$ cat src/sv/omrq_pkg.sv
// Package for the ordered match-and-remove queue.
// Holds the action codes, the entry and command types and the default depth.
// Used by omrq_cell and ordered_match_remove_queue_top.
package omrq_pkg;

	localparam int DEF_QUEUE_DEPTH = 16;

	localparam int NODE_W   = 12;
	localparam int TAG_W    = 16;
	localparam int HANDLE_W = 16;
	localparam int COUNT_W  = 5;

	typedef enum logic [1:0] {
		ACT_APPEND    = 2'd0,
		ACT_TAKE_NODE = 2'd1,
		ACT_TAKE_TAG  = 2'd2
	} action_t;

	typedef struct packed {
		logic [NODE_W-1:0]   node;
		logic [TAG_W-1:0]    tag;
		logic [HANDLE_W-1:0] handle;
	} entry_t;

	// Command broadcast to every cell for the word accepted in this cycle.
	typedef struct packed {
		logic   append;
		logic   take_node;
		logic   take_tag;
		entry_t data;
	} cell_cmd_t;

endpackage

$ cat src/sv/omrq_cell.sv
// One slot of the queue: holds a valid bit and one entry.
// Compares against the search key, passes match and selected entry upward,
// and takes its upper neighbor's entry when a slot at or below it is removed.
// Depends on omrq_pkg.
module omrq_cell
	import omrq_pkg::*;
(
	input  logic      clk,
	input  logic      arst_n,
	input  cell_cmd_t cmd,
	input  logic      prev_valid,
	input  logic      found_in,
	input  entry_t    sel_in,
	input  logic      up_valid,
	input  entry_t    up_entry,
	output logic      valid,
	output entry_t    entry,
	output logic      found_out,
	output entry_t    sel_out
);

	logic   valid_q;
	entry_t entry_q;
	logic   match;
	logic   first;
	logic   shift;
	logic   load;

	always_comb begin
		match = 1'b0;
		if (valid_q) begin
			if (cmd.take_node)
				match = (entry_q.node == cmd.data.node);
			else if (cmd.take_tag)
				match = (entry_q.tag == cmd.data.tag);
		end
		first     = match && !found_in;
		found_out = found_in || match;
		sel_out   = first ? (sel_in | entry_q) : sel_in;
		// A removal at or below this slot pulls everything above down by one.
		shift     = (cmd.take_node || cmd.take_tag) && found_out;
		// The first free slot sits just above the last valid one.
		load      = cmd.append && !valid_q && prev_valid;
	end

	always_ff @(posedge clk or negedge arst_n) begin
		if (!arst_n)
			valid_q <= 1'b0;
		else if (shift)
			valid_q <= up_valid;
		else if (load)
			valid_q <= 1'b1;
	end

	always_ff @(posedge clk) begin
		if (shift)
			entry_q <= up_entry;
		else if (load)
			entry_q <= cmd.data;
	end

	assign valid = valid_q;
	assign entry = entry_q;

endmodule

$ cat src/sv/ordered_match_remove_queue_top.sv
// Ordered match-and-remove queue, built as a row of slot cells.
// Uses the slot cells of omrq_cell and the types of omrq_pkg.
//
// Usage:
//   The input channel (in_valid, in_stall) carries one word: an action with
//   node_id, tag_value and msg_handle. Append puts the entry at the tail;
//   take by node or by tag removes the oldest entry whose node or tag equals
//   the key and closes the gap. The output channel (out_valid, out_stall)
//   returns one word per input word: hit, the removed entry's fields (zero
//   on a miss or append), stored_count and overflow (append on a full queue).
//   All slots compare against the key in the same cycle; the first-match
//   priority and the selected entry ripple up the row of cells, and the
//   shift-down happens at the same clock edge. An accepted word shows on the
//   output in the next cycle, and a new word is taken every cycle while the
//   output is not stalled, so the rate is one word per cycle.
//   While a result waits under out_stall, in_stall is high and the queue
//   holds its state. Reset empties the queue and drops any pending result;
//   no clearing pass is needed since only the valid bits are reset.
module ordered_match_remove_queue_top
	import omrq_pkg::*;
#(
	parameter int QUEUE_DEPTH = DEF_QUEUE_DEPTH
) (
	input  logic                clk,
	input  logic                arst_n,
	input  logic                in_valid,
	output logic                in_stall,
	input  logic [1:0]          action,
	input  logic [NODE_W-1:0]   node_id,
	input  logic [TAG_W-1:0]    tag_value,
	input  logic [HANDLE_W-1:0] msg_handle,
	output logic                out_valid,
	input  logic                out_stall,
	output logic                hit,
	output logic [NODE_W-1:0]   out_node,
	output logic [TAG_W-1:0]    out_tag,
	output logic [HANDLE_W-1:0] out_handle,
	output logic [COUNT_W-1:0]  stored_count,
	output logic                overflow
);

	localparam int CW = $clog2(QUEUE_DEPTH + 1);

	logic          accept;
	logic          full;
	cell_cmd_t     cmd;
	logic [CW-1:0] count_q;
	logic [CW-1:0] count_next;
	logic          ovf_next;

	logic   valid_vec [QUEUE_DEPTH+1];
	entry_t entry_vec [QUEUE_DEPTH+1];
	logic   found_vec [QUEUE_DEPTH+1];
	entry_t sel_vec   [QUEUE_DEPTH+1];
	logic   prev_vec  [QUEUE_DEPTH];

	logic                 out_valid_q;
	logic                 hit_q;
	entry_t               res_q;
	logic [CW-1:0]        count_res_q;
	logic                 ovf_q;
	logic [CW+COUNT_W-1:0] count_wide;

	assign in_stall = out_valid_q && out_stall;
	assign accept   = in_valid && !in_stall;
	assign full     = (count_q == CW'(QUEUE_DEPTH));

	always_comb begin
		cmd.append    = 1'b0;
		cmd.take_node = 1'b0;
		cmd.take_tag  = 1'b0;
		cmd.data.node   = node_id;
		cmd.data.tag    = tag_value;
		cmd.data.handle = msg_handle;
		if (accept) begin
			unique case (action)
				ACT_APPEND:    cmd.append    = 1'b1;
				ACT_TAKE_NODE: cmd.take_node = 1'b1;
				ACT_TAKE_TAG:  cmd.take_tag  = 1'b1;
				default:       ;
			endcase
		end
	end

	assign found_vec[0]           = 1'b0;
	assign sel_vec[0]             = '0;
	assign valid_vec[QUEUE_DEPTH] = 1'b0;
	assign entry_vec[QUEUE_DEPTH] = '0;

	for (genvar i = 0; i < QUEUE_DEPTH; i++) begin : g_cell
		if (i == 0) begin : g_first
			assign prev_vec[i] = 1'b1;
		end else begin : g_rest
			assign prev_vec[i] = valid_vec[i-1];
		end

		omrq_cell u_cell (
			.clk       (clk),
			.arst_n    (arst_n),
			.cmd       (cmd),
			.prev_valid(prev_vec[i]),
			.found_in  (found_vec[i]),
			.sel_in    (sel_vec[i]),
			.up_valid  (valid_vec[i+1]),
			.up_entry  (entry_vec[i+1]),
			.valid     (valid_vec[i]),
			.entry     (entry_vec[i]),
			.found_out (found_vec[i+1]),
			.sel_out   (sel_vec[i+1])
		);
	end

	always_comb begin
		count_next = count_q;
		ovf_next   = 1'b0;
		if (cmd.append) begin
			if (full)
				ovf_next = 1'b1;
			else
				count_next = count_q + CW'(1);
		end else if (found_vec[QUEUE_DEPTH]) begin
			count_next = count_q - CW'(1);
		end
	end

	always_ff @(posedge clk or negedge arst_n) begin
		if (!arst_n) begin
			count_q     <= '0;
			out_valid_q <= 1'b0;
		end else begin
			if (accept)
				count_q <= count_next;
			if (accept)
				out_valid_q <= 1'b1;
			else if (!out_stall)
				out_valid_q <= 1'b0;
		end
	end

	always_ff @(posedge clk) begin
		if (accept) begin
			hit_q       <= found_vec[QUEUE_DEPTH];
			res_q       <= sel_vec[QUEUE_DEPTH];
			count_res_q <= count_next;
			ovf_q       <= ovf_next;
		end
	end

	// The count is shown masked to the width of the port.
	assign count_wide = {{COUNT_W{1'b0}}, count_res_q};

	assign out_valid    = out_valid_q;
	assign hit          = hit_q;
	assign out_node     = res_q.node;
	assign out_tag      = res_q.tag;
	assign out_handle   = res_q.handle;
	assign stored_count = count_wide[COUNT_W-1:0];
	assign overflow     = ovf_q;

endmodule
$ cat config.mk
export PLATFORM = sky130hd
export DESIGN_NAME = ordered_match_remove_queue_top
export DESIGN_NICKNAME = d
export VERILOG_FILES = /design/src/sv/omrq_pkg.sv /design/src/sv/omrq_cell.sv /design/src/sv/ordered_match_remove_queue_top.sv
export SDC_FILE = /design/constraint.sdc
export NUM_CORES = 2
export LEC_CHECK = 0
export ABC_AREA = 0
export BUFFER_PORTS_ARGS = -buffer_cell sky130_fd_sc_hd__buf_2
export CORE_UTILIZATION = 45
export CTS_CLUSTER_SIZE = 16
export DETAILED_ROUTE_END_ITERATION = 8
export GPL_ROUTABILITY_DRIVEN = 0
export PLACE_DENSITY_LB_ADDON = 0.3
export SKIP_LAST_GASP = 1
export SLEW_MARGIN = 5
export SYNTH_ARGS = -nofsm -noshare
export SYNTH_HDL_FRONTEND = slang
export SYNTH_HIERARCHICAL = 1
export SYNTH_SLANG_ARGS = --single-unit
$ cat constraint.sdc
create_clock -name clk -period 11.15 [get_ports clk]
set_input_delay 2.7875 -clock clk [delete_from_list [all_inputs] [get_ports clk]]
set_output_delay 2.7875 -clock clk [all_outputs]
set_load 0.02 [all_outputs]
==> impl_metrics.json <==
{
  "report.final.slew_viol_count": 47,
  "hold_depth": 1,
  "synth_top_area_share_pct": 36.2,
  "placementRows": 136,
  "top_level_ports": 103,
  "comb_power_share_pct": 18.7,
  "p_sw_w": 0.00233,
  "multiInputGateArea_mm2": 0.0365,
  "ys_seq_area_share_pct": 37.1,
  "sequential_cell_area_mm2": 0.0232,
  "min-delay-start": "count_q[4]",
  "r2r_start": "out_valid",
  "timing.final.crit_share_pct": 90.0,
  "final_util_pct": 48.8,
  "vias_per_cell": 6.88,
  "cts.sink_count": 777,
  "drtIter0Drc": 5461,
  "status": "finished with violations",
  "die_x_um": 375,
  "setup_tns_ps": 0,
  "io_buffers": 102,
  "critPathLaunchType": "input pin",
  "gr-max-usage-layer": "met2",
  "syn2layout_area_growth_pct": 7.33,
  "synth-edff-count": 755,
  "core_area_mm2": 0.138,
  "p_per_area_mw_per_mm2": 119,
  "skew_ps": 24.9,
  "hold_buffers": 0,
  "cp-endpoint": "g_cell[15].u_cell/entry[21]",
  "grt_pass1_wl_um": 289000,
  "ys_warn_count": 6,
  "ys_ff_latch": 777,
  "ant_nets": 0,
  "finalNetCount": 5823,
  "swShare_pct": 29.0,
  "synth.avg_cell_area_um2": 10.5,
  "wirelength_um": 179000,
  "grt_overflow": 0,
  "dp_hpwl_um": 131000,
  "hold_viol_final": 0,
  "hp-class": "reg -> reg",
  "yosysTopAreaCell": "edfxtp_1",
  "numCtsBuffers": 93,
  "crit_fanout": 45,
  "htreeDepth": 3,
  "fin_area_mm2": 0.0672,
  "fmax_mhz": 99.7,
  "dieArea_mm2": 0.141,
  "reg2reg_depth": 24,
  "rsz0062_at_grt": "no",
  "initial_core_util_pct": 45.5,
  "maxCapViolations": 0,
  "holdWs_ps": 546,
  "arrival_ps": 10370,
  "crit_path_end_kind": "register",
  "crit_start": "out_stall",
  "clk_pin_slew_worst_paths_ps": 60,
  "r2r_setup_slack_ps": 2880,
  "cts_root_buf": "clkbuf_16",
  "cts_max_path_buffers": 3,
  "synth_area_mm2": 0.0626,
  "wl_per_cell_um": 23.4,
  "min_period_ps": 10030,
  "cts_setup_buffers": 0,
  "fillCellCount": 12300,
  "setup_viol": 0,
  "reg2reg_to": "g_cell[15].u_cell/entry[21]",
  "ir_drop_mv": 0.0963,
  "grtUsageMet2_pct": 42.8,
  "antenna_found_initial": 3,
  "clk_latency_ps": 720,
  "tightest_slew_ps": 3810,
  "ctsResizeCount": 0,
  "postLayoutSetupSlackWorst_ps": 1120,
  "drive_gt1_share_pct": 31.7,
  "grt_usage_pct": 24.8,
  "yosys_most_used_dff": "edfxtp_1",
  "grt_use_met1_pct": 32.4,
  "n_antenna_cell": 0,
  "total_leakage_power_nw": 21.9,
  "cts_tree": "built",
  "clkPwrFrac_pct": 37.9,
  "grt_pass1_vias": 51600,
  "failed_checks": "slew limit",
  "drc_errors": 0,
  "dr.pass1.iters": 6,
  "path_class": "in -> reg",
  "seq_power_share_pct": 43.4,
  "relSlewSlack_pct": -155,
  "place_ws_ps": 417,
  "yosysUniqueCellTypes": 59,
  "grtUsageMet3_pct": 2.95,
  "syn_inst": 5934,
  "grt_max_degree": 63,
  "critPathRequiredTime_ps": 11490,
  "vias": 52600,
  "synthArstFlopShare_pct": 2.83,
  "synth_area_leaders": "edfxtp_1 36%, o211ai_2 12%, o2111ai_1 9.9%, a31o_2 9.0%, a22oi_1 8.4%",
  "dpl-instance-area_mm2": 0.0642,
  "die_h_um": 375,
  "p_int_w": 0.00568
}
==> metrics by stage <==
step | total power (W) | std cells
after CTS | 0.00804 | 7645
after global placement | 0.00497 | 7470
after global routing | 0.00831 | 7645
after floorplan | 0.00458 | 6070
final | 0.00801 | 7645
after detailed placement | 0.00501 | 7470
==> synthesized netlist by cell type, types with 64 or more instances <==
| library cell | n |
|---|---|
| edfxtp_1 | 755 |
| nand2_1 | 738 |
| a22oi_1 | 704 |
| o2111ai_1 | 704 |
| a31o_2 | 640 |
| o211ai_2 | 624 |
| clkbuf_1 | 480 |
| xnor2_1 | 244 |
| xor2_1 | 209 |
| buf_4 | 81 |
| buf_6 | 80 |
| o211ai_1 | 80 |
| nor2_1 | 67 |
| a31o_1 | 64 |
| buf_1 | 64 |
==> placed cells by master (no fill, tap or decap), types with 22 or more instances in the layout <==
cell       synthesis  layout
a22oi_1          704     704
a31o_1            64      64
a31o_2           640     640
buf_2              2     102
buf_4             81     212
clkbuf_1         480      24
clkbuf_16          0      94
clkinv_1           0      23
conb_1             2     138
dfrtp_1           22      22
edfxtp_1         755     755
nand2_1          738     738
nand3_1           39      37
nand4_1           33      33
nor2_1            67      52
nor2b_2            0      31
nor3b_1           34      32
nor4_1            49      49
o2111ai_1        704     704
o211ai_1          80      80
o211ai_2         624     624
xnor2_1          244     244
xor2_1           209     209
==> cell families (layout without fill, tap and decap cells) <==
family                   count (synthesis)  after routing  synth area share [%]
other                                    2            138                0.0120
XOR/XNOR                               453            453                  6.34
AO/OA/AOI/OAI                         2935           2935                  43.3
flip-flops                             777            777                  37.1
buffers and inverters                  729            510                  5.84
AND/OR/NAND/NOR                       1036           1036                  7.39
adder cells (fa/ha/maj)                  2              2                0.0400
==> flip-flops by register name, summed over array words and instances (netlist names) <==
signal / flops
out_node: 12
out_tag: 16
g_cell.u_cell/valid: 16
g_cell.u_cell/entry: 704
stored_count: 5
out_valid: 1
overflow: 1
hit: 1
out_handle: 16
count_q: 5
==> per-layer routing <==
layer | share of wire (%) | vias up
li1 | - | 24400
met1 | 43 | 26000
met2 | 49 | 1933
met3 | 5.9 | 217
met4 | 2.3 | 0
met5 | 0 | -
==> power groups by stage <==
stage	registers, W	clock network, W	logic (W)
after global placement	0.00353	0	0.00144
after CTS	0.00347	0.00309	0.00148
after global routing	0.00349	0.00319	0.00163
after floorplan	0.00352	0	0.00106
final	0.00347	0.00304	0.00150
after detailed placement	0.00353	0	0.00147
==> worst max-delay path, stage by stage <==
cell     delay (ps)
buf_2           110
a21bo_4         240
nor3b_4        1010
buf_4           460
nand2_1         100
or4_1           490
o21ai_4         100
a21o_1          260
a21o_1          240
a21o_1          240
a21o_1          230
a21o_1          220
a21o_1          220
a21o_1          230
a21o_1          230
a21o_1          210
a21o_1          210
a21o_1          220
a21o_1          230
a21o_1          250
a21o_1          260
a21o_1          280
inv_2           390
nor2_4          230
a211o_2         790
==> how the worst min path moves through the flow <==
| stage | endpoint | slack, ps |
|---|---|---|
| after CTS | count_q[4] | 540 |
| after detailed placement | count_q[4] | 530 |
| after floorplan | count_q[4] | 500 |
| after global placement | count_q[4] | 520 |
| final | count_q[4] | 550 |
| after global routing | count_q[4] | 580 |
==> final cells by class <==
class | count | area share (%)
clock buffers | 120 | 3.68
clock inverters | 55 | 0.736
flip-flops and latches | 777 | 34.6
multi-input cells | 4564 | 54.4
repair buffers | 314 | 3.13
inverters | 21 | 0.119
well taps | 1794 | 3.34
Power figures use the tool's default switching activity.
